File: config.mk
export PLATFORM = sky130hd
export DESIGN_NAME = rgb_led_pwm_frame_driver_core
export DESIGN_NICKNAME = d
export VERILOG_FILES = /design/src/design/rlpfd_pkg.sv /design/src/design/rlpfd_fifo.sv /design/src/design/rlpfd_front.sv /design/src/design/rlpfd_back.sv /design/src/design/rgb_led_pwm_frame_driver_core.sv
export SDC_FILE = /design/constraint.sdc
export NUM_CORES = 2
export LEC_CHECK = 0
export BUFFER_PORTS_ARGS = -buffer_cell sky130_fd_sc_hd__buf_2
export CORE_MARGIN = 3
export CORE_UTILIZATION = 40
export DETAILED_ROUTE_END_ITERATION = 8
export GPL_TIMING_DRIVEN = 1
export SYNTH_ARGS = -nofsm -noshare
export SYNTH_HDL_FRONTEND = slang
export SYNTH_SLANG_ARGS = --single-unit
File: constraint.sdc
create_clock -name clk_i -period 6 [get_ports clk_i]
set_input_delay 0.9 -clock clk_i [delete_from_list [all_inputs] [get_ports clk_i]]
set_output_delay 0.9 -clock clk_i [all_outputs]
set_load 0.05 [all_outputs]
File: src/design/rlpfd_pkg.sv
package rlpfd_pkg;

  localparam int unsigned LevelW = 8;
  localparam int unsigned ColorCount = 3;
  localparam int unsigned GroupCount = 3;
  localparam int unsigned LedsPerGroup = 8;
  localparam int unsigned ShownLeds = GroupCount * LedsPerGroup;
  localparam int unsigned PatternW = ColorCount * LedsPerGroup;
  localparam int unsigned GroupW = 2;

  localparam int unsigned NumLedsDefault = 24;
  localparam int unsigned PwmWrapDefault = 255;
  localparam logic [LevelW-1:0] SyncReset = 8'hAA;

  localparam logic OpByte = 1'b0;
  localparam logic OpTick = 1'b1;

  typedef struct packed {
    logic                                is_tick;
    logic [LevelW-1:0]                   led;
    logic [ColorCount-1:0][LevelW-1:0]   level;
  } cmd_t;

  typedef struct packed {
    logic [GroupW-1:0]   group;
    logic [PatternW-1:0] pattern;
    logic                last;
  } res_t;

endpackage

File: src/design/rlpfd_fifo.sv
module rlpfd_fifo #(
  parameter int unsigned Width = 8,
  parameter int unsigned Depth = 2
) (
  input  logic             clk_i,
  input  logic             rst_ni,
  input  logic             push_i,
  input  logic [Width-1:0] data_i,
  output logic             full_o,
  input  logic             pop_i,
  output logic [Width-1:0] data_o,
  output logic             empty_o
);

  localparam int unsigned PtrW = (Depth > 1) ? $clog2(Depth) : 1;

  logic [Width-1:0] mem_q [Depth];
  logic [PtrW:0]    wr_q, wr_d;
  logic [PtrW:0]    rd_q, rd_d;
  logic             do_push, do_pop;

  assign full_o  = (wr_q[PtrW] != rd_q[PtrW]) && (wr_q[PtrW-1:0] == rd_q[PtrW-1:0]);
  assign empty_o = (wr_q == rd_q);
  assign do_push = push_i && !full_o;
  assign do_pop  = pop_i && !empty_o;
  assign data_o  = mem_q[rd_q[PtrW-1:0]];

  always_comb begin
    wr_d = wr_q;
    rd_d = rd_q;
    if (do_push) begin
      wr_d = wr_q + 1'b1;
    end
    if (do_pop) begin
      rd_d = rd_q + 1'b1;
    end
  end

  always_ff @(posedge clk_i or negedge rst_ni) begin
    if (!rst_ni) begin
      wr_q <= '0;
      rd_q <= '0;
    end else begin
      wr_q <= wr_d;
      rd_q <= rd_d;
    end
  end

  always_ff @(posedge clk_i) begin
    if (do_push) begin
      mem_q[wr_q[PtrW-1:0]] <= data_i;
    end
  end

endmodule

File: src/design/rlpfd_front.sv
module rlpfd_front #(
  parameter int unsigned NUM_LEDS = 24
) (
  input  logic                  clk_i,
  input  logic                  rst_ni,
  input  logic                  accept_i,
  input  logic                  operation_i,
  input  logic [7:0]            rx_byte_i,
  input  logic                  cfg_we_i,
  input  logic [7:0]            cfg_data_i,
  output logic                  cmd_push_o,
  output rlpfd_pkg::cmd_t       cmd_o
);

  import rlpfd_pkg::*;

  localparam int unsigned WindowKeep = 5;
  localparam logic [LevelW:0] NumLedsLim = (LevelW + 1)'(NUM_LEDS);

  logic [LevelW-1:0] win_q [WindowKeep];
  logic [LevelW-1:0] sync_q;
  logic              is_byte;
  logic              frame_hit;

  assign is_byte   = accept_i && (operation_i == OpByte);
  assign frame_hit = (win_q[4] == sync_q) && (rx_byte_i == sync_q) &&
                     ({1'b0, win_q[0]} < NumLedsLim);

  assign cmd_push_o = accept_i && ((operation_i == OpTick) || frame_hit);

  always_comb begin
    cmd_o          = '0;
    cmd_o.is_tick  = (operation_i == OpTick);
    cmd_o.led      = win_q[0];
    cmd_o.level[0] = win_q[1];
    cmd_o.level[1] = win_q[2];
    cmd_o.level[2] = win_q[3];
  end

  always_ff @(posedge clk_i or negedge rst_ni) begin
    if (!rst_ni) begin
      for (int k = 0; k < WindowKeep; k++) begin
        win_q[k] <= '0;
      end
      sync_q <= SyncReset;
    end else begin
      if (is_byte) begin
        for (int k = 0; k < WindowKeep - 1; k++) begin
          win_q[k] <= win_q[k+1];
        end
        win_q[WindowKeep-1] <= rx_byte_i;
      end
      if (cfg_we_i) begin
        sync_q <= cfg_data_i;
      end
    end
  end

endmodule

File: src/design/rlpfd_back.sv
module rlpfd_back #(
  parameter int unsigned NUM_LEDS = 24,
  parameter int unsigned PWM_WRAP = 255
) (
  input  logic             clk_i,
  input  logic             rst_ni,
  input  logic             cmd_valid_i,
  input  rlpfd_pkg::cmd_t  cmd_i,
  output logic             cmd_pop_o,
  input  logic             res_full_i,
  output logic             res_push_o,
  output rlpfd_pkg::res_t  res_o
);

  import rlpfd_pkg::*;

  localparam logic [GroupW-1:0] LastGroup = GroupW'(GroupCount - 1);
  localparam logic [LevelW:0]   WrapLim   = (LevelW + 1)'(PWM_WRAP);

  logic [LevelW-1:0] lvl_q [ShownLeds][ColorCount];
  logic [LevelW-1:0] cnt_q, cnt_d;
  logic [GroupW-1:0] grp_q, grp_d;
  logic [LevelW:0]   cnt_inc;
  logic [LevelW-1:0] cnt_nxt;
  logic [LevelW-1:0] cmp_cnt;
  logic [LevelW-1:0] sel_lvl [LedsPerGroup][ColorCount];
  logic              do_write;
  logic              do_emit;

  assign cnt_inc = {1'b0, cnt_q} + 1'b1;
  assign cnt_nxt = (cnt_inc >= WrapLim) ? '0 : cnt_inc[LevelW-1:0];
  assign cmp_cnt = (grp_q == '0) ? cnt_nxt : cnt_q;

  assign do_write = cmd_valid_i && !cmd_i.is_tick;
  assign do_emit  = cmd_valid_i && cmd_i.is_tick && !res_full_i;

  assign cmd_pop_o  = do_write || (do_emit && (grp_q == LastGroup));
  assign res_push_o = do_emit;

  always_comb begin
    for (int i = 0; i < LedsPerGroup; i++) begin
      for (int c = 0; c < ColorCount; c++) begin
        sel_lvl[i][c] = '0;
        for (int g = 0; g < GroupCount; g++) begin
          if (grp_q == GroupW'(g)) begin
            sel_lvl[i][c] = lvl_q[g*LedsPerGroup+i][c];
          end
        end
      end
    end
  end

  always_comb begin
    res_o         = '0;
    res_o.group   = grp_q;
    res_o.last    = (grp_q == LastGroup);
    for (int i = 0; i < LedsPerGroup; i++) begin
      for (int c = 0; c < ColorCount; c++) begin
        res_o.pattern[ColorCount*i+c] = (sel_lvl[i][c] > cmp_cnt);
      end
    end
  end

  always_comb begin
    cnt_d = cnt_q;
    grp_d = grp_q;
    if (do_emit) begin
      if (grp_q == '0) begin
        cnt_d = cnt_nxt;
      end
      grp_d = (grp_q == LastGroup) ? '0 : grp_q + 1'b1;
    end
  end

  always_ff @(posedge clk_i or negedge rst_ni) begin
    if (!rst_ni) begin
      cnt_q <= '0;
      grp_q <= '0;
      for (int l = 0; l < ShownLeds; l++) begin
        for (int c = 0; c < ColorCount; c++) begin
          lvl_q[l][c] <= '0;
        end
      end
    end else begin
      cnt_q <= cnt_d;
      grp_q <= grp_d;
      if (do_write) begin
        for (int l = 0; l < ShownLeds; l++) begin
          if ((cmd_i.led == LevelW'(l)) && (l < NUM_LEDS)) begin
            for (int c = 0; c < ColorCount; c++) begin
              lvl_q[l][c] <= cmd_i.level[c];
            end
          end
        end
      end
    end
  end

endmodule

File: src/design/rgb_led_pwm_frame_driver_core.sv
// Three-color LED PWM driver. Serial bytes shift through a five-byte window; a six-byte frame
// ending in two sync bytes sets the three levels of the LED named by its first byte. A tick
// advances the PWM counter and yields three latch patterns, groups 0 to 2 in order. Bytes are
// taken one per cycle while the command queue is not full. A tick holds the back end until its
// groups are out, one group per cycle while the result queue is not full; a two-entry command
// queue and a four-entry result queue absorb bursts and stalls on either side.
module rgb_led_pwm_frame_driver_core #(
  parameter int unsigned NUM_LEDS = rlpfd_pkg::NumLedsDefault,
  parameter int unsigned PWM_WRAP = rlpfd_pkg::PwmWrapDefault
) (
  input  logic        clk_i,
  input  logic        rst_ni,
  input  logic        push,
  output logic        full,
  input  logic        operation_i,
  input  logic [7:0]  rx_byte_i,
  output logic        empty,
  input  logic        pop,
  output logic [1:0]  group_o,
  output logic [23:0] pattern_o,
  output logic        last_o,
  input  logic        cfg_valid_i,
  output logic        cfg_ready_o,
  input  logic [7:0]  cfg_data_i
);

  import rlpfd_pkg::*;

  localparam int unsigned CmdW = $bits(cmd_t);
  localparam int unsigned ResW = $bits(res_t);

  logic            accept;
  logic            cmd_push;
  cmd_t            cmd_in;
  logic            cmd_full;
  logic            cmd_pop;
  logic            cmd_empty;
  logic [CmdW-1:0] cmd_out_vec;
  cmd_t            cmd_out;
  logic            res_push;
  res_t            res_in;
  logic            res_full;
  logic [ResW-1:0] res_out_vec;
  res_t            res_out;

  assign cfg_ready_o = 1'b1;
  assign full        = cmd_full;
  assign accept      = push && !cmd_full;
  assign cmd_out     = cmd_out_vec;
  assign res_out     = res_out_vec;
  assign group_o     = res_out.group;
  assign pattern_o   = res_out.pattern;
  assign last_o      = res_out.last;

  rlpfd_front #(
    .NUM_LEDS(NUM_LEDS)
  ) u_front (
    .clk_i      (clk_i),
    .rst_ni     (rst_ni),
    .accept_i   (accept),
    .operation_i(operation_i),
    .rx_byte_i  (rx_byte_i),
    .cfg_we_i   (cfg_valid_i && cfg_ready_o),
    .cfg_data_i (cfg_data_i),
    .cmd_push_o (cmd_push),
    .cmd_o      (cmd_in)
  );

  rlpfd_fifo #(
    .Width(CmdW),
    .Depth(2)
  ) u_cmd_fifo (
    .clk_i  (clk_i),
    .rst_ni (rst_ni),
    .push_i (cmd_push),
    .data_i (cmd_in),
    .full_o (cmd_full),
    .pop_i  (cmd_pop),
    .data_o (cmd_out_vec),
    .empty_o(cmd_empty)
  );

  rlpfd_back #(
    .NUM_LEDS(NUM_LEDS),
    .PWM_WRAP(PWM_WRAP)
  ) u_back (
    .clk_i      (clk_i),
    .rst_ni     (rst_ni),
    .cmd_valid_i(!cmd_empty),
    .cmd_i      (cmd_out),
    .cmd_pop_o  (cmd_pop),
    .res_full_i (res_full),
    .res_push_o (res_push),
    .res_o      (res_in)
  );

  rlpfd_fifo #(
    .Width(ResW),
    .Depth(4)
  ) u_res_fifo (
    .clk_i  (clk_i),
    .rst_ni (rst_ni),
    .push_i (res_push),
    .data_i (res_in),
    .full_o (res_full),
    .pop_i  (pop),
    .data_o (res_out_vec),
    .empty_o(empty)
  );

endmodule

### Word level (Yosys, flattened, before mapping)

Memories as Yosys holds them, arrays and structs flattened.
Index checks and enable logic that the tools add are counted.

| cells by class | value |
|---|---|
| bitwise logic cells | 1 |
| muxes and demuxes | 79 |
| add/sub/neg operators | 6 |
| reductions and logical operators | 48 |
| order comparisons | 26 |
| equal/unequal tests | 33 |

Operators by type and width:

| kind | number |
|---|---|
| 8-bit 2-to-1 mux | 74 |
| 8-bit greater-than comparator | 24 |
| 8-bit by 4-bit equality test with 1-bit output, second input constant | 8 |
| 8-bit by 5-bit equality test with 1-bit output, second input constant | 8 |
| 2-bit AND reduction | 24 |
| 8-bit by 3-bit equality test with 1-bit output, second input constant | 4 |
| 8-bit by 2-bit equality test with 1-bit output, second input constant | 2 |
| 8-bit equality test | 2 |
| 1-bit logical AND | 15 |
| 8-bit by 1-bit adder with 9-bit output, second input constant | 1 |
| 9-bit by 8-bit greater-or-equal comparator with 1-bit output, second input constant | 1 |
| 8-bit by 1-bit equality test with 1-bit output, second input constant | 1 |
| 8-bit zero test | 1 |
| 8-bit by 5-bit less-than comparator with 1-bit output, second input constant | 1 |
| 2-bit by 1-bit adder with 2-bit output, second input constant | 3 |
| 3-bit by 1-bit adder with 3-bit output, second input constant | 2 |
| 1-bit zero test | 5 |
| 2-bit equality test | 2 |
| 1-bit 2-to-1 mux | 4 |
| 3-bit equality test | 1 |
| 2-bit by 1-bit equality test with 1-bit output, second input constant | 1 |
| 2-bit equality test, second input constant | 1 |
| 2-bit zero test | 1 |
| 1-bit logical OR | 2 |
| 4 further kinds | 5 |

| storage, ports and cells | value |
|---|---|
| memories kept | 2 |
| memory bits (writable) | 174 |
| output and inout port bits | 30 |
| input port bits | 22 |
| flip-flop bits (word level) | 644 |

Memory list:

| name | depth | bits a word | rd ports | clocked after Yosys merged registers in | wr ports | RTL line | text |
|---|---|---|---|---|---|---|---|
| u_res_fifo.mem_q | 4 | 27 | 1 | 0 | 1 | rlpfd_fifo.sv:17 | `logic [Width-1:0] mem_q [Depth];` |
| u_cmd_fifo.mem_q | 2 | 33 | 1 | 0 | 1 | rlpfd_fifo.sv:17 |  |

### Depth between registers and ports, before layout

| logic depth | value |
|---|---|
| depth after elaboration | 8 |
| mapped depth | 17 |
| mapped depth without buffers | 17 |

### Cells and area by module

A second synthesis with hierarchy kept.

| second synthesis, totals | value |
|---|---|
| cells, all modules | 3073 |
| area, all modules | 39835.7 µm² |

By module, submodules not included:

| module | seq. area each (µm²) | times used | area an instance (µm²) | cells an instance |
|---|---|---|---|---|
| rlpfd_back | 14664.1 | 1 | 30586.8 | 2591 |
| rlpfd_fifo at u_res_fifo | 3393.3 | 1 | 4414.2 | 190 |
| rlpfd_fifo at u_cmd_fifo | 2082.0 | 1 | 2625.0 | 130 |
| rlpfd_front | 1206.2 | 1 | 2180.8 | 158 |
| rgb_led_pwm_frame_driver_core | 0.0 | 1 | 28.8 | 4 |

### Least setup slack after synthesis

OpenSTA, ideal clock, no wires.

| timing | value |
|---|---|
| path type | register -> register |
| from | register u_back.cnt_q[0] |
| to | memory u_res_fifo.mem_q[0][6] in the netlist's numbering, data pin |
| required time | 5.799 ns |
| arrival | 4.426 ns |
| clock period less this slack | 4.626 ns |
| slack | 1.374 ns |
| buffers on the path | 0 |
| stages on the path, launching flop included | 13 |
| cells stage by stage | dfrtp_1 > ha_1 > nand3_4 > o21ai_0 > a221oi_2 > and3_4 > a311o_2 > o21ai_0 > ha_1 > nand2_1 > o21ai_0 > maj3_1 > o21ai_0 |

RTL lines:

| item | RTL line | text |
|---|---|---|
| from (decl) | rlpfd_back.sv:21 | `logic [LevelW-1:0] cnt_q, cnt_d;` |
| from (signal assigned) | rlpfd_back.sv:85 | `cnt_q <= cnt_d;` |
| to (decl) | rlpfd_fifo.sv:17 |  |

==> flow_summary_export.csv <==
group,metric,value,unit
run_status,outcome,"finished, final reports clean",
worst_setup_path,endpoint_kind,"flop",
timing,fin_crit,5040,ps
place,dp_cells,4796,
routing,wl,106000,um
finish,regArea,21400,um^2
routing,dr.pass1.iters,6,
logic_synthesis,synth_area,38000,um^2
logic_synthesis,ys_seq_area_frac,0.561,
clock_network,cts_tree,"done",
logic_synthesis,synth_edf_count,174,
logic_synthesis,yosys_warnings,0,
hold_path,hold_path_class,"input pin to async pin",
worst_setup_path,worstPathCellList,"ha_1 > nand3_4 > or3_4 > a221oi_2 > and3_4 > a311oi_1 > a21o_2 > a21oi_4 > ha_1 > and3_1 > nand3_1 > a211o_1 > a21oi_1 > o22ai_1",
routing,dr_total_vias,27100,
logic_synthesis,ys_types,64,
logic_synthesis,synth_nets,3866,
logic_synthesis,synth_top_area_cell,"dfrtp_1",
die,die_y,314,um
finish,multi_input_area,16100,um^2
clock_network,root_buffer,"clkbuf_16",
worst_setup_path,worst-path-stages,14,
power_and_ir_drop,powerDensity,595,nW/um^2
clock_network,cts_made_buffers,87,
logic_synthesis,syn_inst,3669,
clock_network,clock_latency,660,ps
finish,areaGrowthSynthToFinish,13.0,%
global_routing,grt_max_degree,145,
worst_setup_path,cpLargestDelayFamily,"compound AO/OA/AOI/OAI gates",
timing,finalMaxSlewViolations,0,
finish,fill_cells,8802,
die,rows,112,
timing,worst_slack,960,ps
worst_setup_path,max_stage_delay,860,ps
finish,final_cell_mix,"700 x a21oi_1, 655 x nor2_1, 636 x dfrtp_1",
place,gp_congestion,0.820,
timing,setup_tns,0,ps
clock_network,cts_buffer_depth,3,
timing,setup_violations,0,
logic_synthesis,synth_ff_type,"dfrtp_1",
global_routing,grt_overflow,0,
finish,fin_cells,4955,
timing,tightest_slew,1250,ps
worst_setup_path,critPathSlowestCell,"a21oi_4",
worst_setup_path,start_kind,"flop",
clock_network,path_clk_slew,60,ps
worst_setup_path,crit_path_frequent_cell,"ha_1",
logic_synthesis,ys_ff_latch,818,
clock_network,post-cts-setup-buffers,0,
worst_setup_path,crit_type,"flop to flop",
timing,relSlewSlack,0.147,
clock_network,cts_resized,0,
global_routing,track_usage,0.216,
global_routing,antenna_found_initial,2,
die,start_util,0.405,
logic_synthesis,yosysTopAreaCellShare,0.421,
job,drv_cap,0,
clock_network,cts_sinks,818,
logic_synthesis,async_reset_ff_frac,0.787,
timing,hold_violations,0,
routing,routedWlPerCell,21.5,um
finish,antenna_cells,0,
clock_network,cts.htree.levels,3,
die,dieWidth,314,um
timing,min_period_over_period,0.840,
global_routing,grt_pass1_wl,163000,um
routing,drtAntennaViolNets,0,
timing,rsz0062_at_grt,"no",
logic_synthesis,synth_area_leaders,"dfrtp_1 42%, edfxtp_1 14%, a21oi_1 9.3%",
worst_setup_path,ff2ff_path_depth,14,
routing,drc,0,
place,numPortBuffers,50,
clock_network,holdBufCountCts,0,
place,dp_hpwl,63300,um
routing,via_per_inst,5.46,
logic_synthesis,syn_area_per_cell,10.4,um^2
timing,clock.fmax,198,MHz
finish,final_layout_size_suffix_gt1_frac,0.117,
die,die_area,98900,um^2
finish,final_nets,3828,
finish,final_common_cell,"a21oi_1",
place,post-place-ws,1090,ps
timing,clock_skew,36.5,ps
power_and_ir_drop,p_leak,18.8,nW
worst_setup_path,worst-path-buf-inv,0,
worst_setup_path,path_max_fanout,19,
power_and_ir_drop,ir_drop,0.359,mV
die,core,93900,um^2
global_routing,grt_pass1_vias,26500,
die,ios,52,
worst_setup_path,critical_path_arrival,5380,ps
worst_setup_path,cp_data_required_time,6340,ps
routing,drtIter0Drc,2361,
[cells in the mapped netlist (7+ instances only)]
cell type  number
a211o_1        11
a21o_1         23
a21oi_1       705
and3_1         28
buf_1           7
buf_2          89
clkbuf_1      161
dfrtp_1       640
edfxtp_1      174
ha_1          175
inv_1          22
maj3_2         10
mux2_2         50
mux2i_1       216
mux4_2         27
nand2_1       201
nand2b_1       17
nand3_1        39
nand4_1        11
nor2_1        680
nor2b_1        30
nor3_1         27
nor3b_1        20
o21ai_0       213
o22ai_1        13
xnor2_1         9
xor2_1          8
[layout make-up]
type                       count  share of cell area
multi-input combinational   2568               0.374
timing repair buffer         134              0.0233
tap                         1254              0.0365
clock inverter                35             0.00882
inverter                      22             0.00192
clock buffer                 124              0.0586
sequential                   818               0.497
[per-layer routing]
| metal | vias to the layer above | share of wire | global-route usage |
|---|---|---|---|
| li1 | 12800 | - | - |
| met1 | 13300 | 0.46 | 0.310 |
| met2 | 747 | 0.45 | 0.341 |
| met3 | 198 | 0.058 | 0.0328 |
| met4 | 2 | 0.030 | 0.0654 |
| met5 | - | 0.000085 | 0 |
[state kept, by name, indices dropped and copies added (netlist names)]
| name | count |
|---|---|
| u_cmd_fifo.rd_q | 2 |
| u_res_fifo.rd_q | 3 |
| u_res_fifo.wr_q | 3 |
| u_front.cmd_o | 32 |
| u_front.sync_q | 8 |
| u_back.lvl_q | 576 |
| u_back.grp_q | 2 |
| u_cmd_fifo.mem_q | 66 |
| u_res_fifo.mem_q | 108 |
| u_front.win_q | 8 |
| u_back.cnt_q | 8 |
| u_cmd_fifo.wr_q | 2 |
[power breakdown]
part | internal (mW) | switching, mW | total, mW
combinational | 3.95 | 6.91 | 10.9
sequential | 8.05 | 1.20 | 9.25
clock | 3.19 | 2.28 | 5.47
[final timing paths]
| kind | startpoint | endpoint | slack (ps) |
|---|---|---|---|
| setup / recovery | u_back.cnt_q[0]$_DFFE_PN0P_ | u_res_fifo.mem_q[1][15]$_DFFE_PP_ | 960 |
| hold / removal | rst_ni | u_back.lvl_q[137]$_DFFE_PN0P_ | 300 |
| setup reg to reg | u_back.cnt_q[0]$_DFFE_PN0P_ | u_res_fifo.mem_q[1][15]$_DFFE_PP_ | 960 |
| hold reg to reg | u_front.cmd_o[25]$_DFFE_PN0P_ | u_cmd_fifo.mem_q[0][25]$_DFFE_PP_ | 480 |
| max in group asynchronous | rst_ni | u_front.win_q[3]$_DFFE_PN0P_ | 4300 |
| min in group clk_i | u_front.cmd_o[25]$_DFFE_PN0P_ | u_cmd_fifo.mem_q[0][25]$_DFFE_PP_ | 480 |
[metrics by stage]
step,cell area (um^2),total power [mW],utilization,hold slack (ps)
after floorplan,38000,16.2,-,438
after global placement,40100,19.9,0.427,450
after detailed placement,40100,20.1,0.427,459
after CTS,43000,25.7,0.458,320
after global routing,43000,27.3,0.458,362
final,43000,25.6,0.458,302
[worst register-to-register path, delay by kind of cell (launching register included)]
kind                       cells  cell delay (ps)
AOI/OAI and AO/OA              7             2390
and+or+nand+nor                5             1030
adders and majority gates      2              780
DFF                            1              510
[cells by family (layout without fill, tap and decap cells)]
logic type	after synthesis	in the layout	share of synthesized area
simple gates	1072	1072	0.117
compound gates	997	997	0.137
flops	818	818	0.561
mux	293	293	0.0876
buf+inv	283	315	0.0313
fa+ha+maj	188	188	0.0613
xor+xnor	17	17	0.00391
other cells	1	1	0.0000986
(Power assumes the default switching activity.)
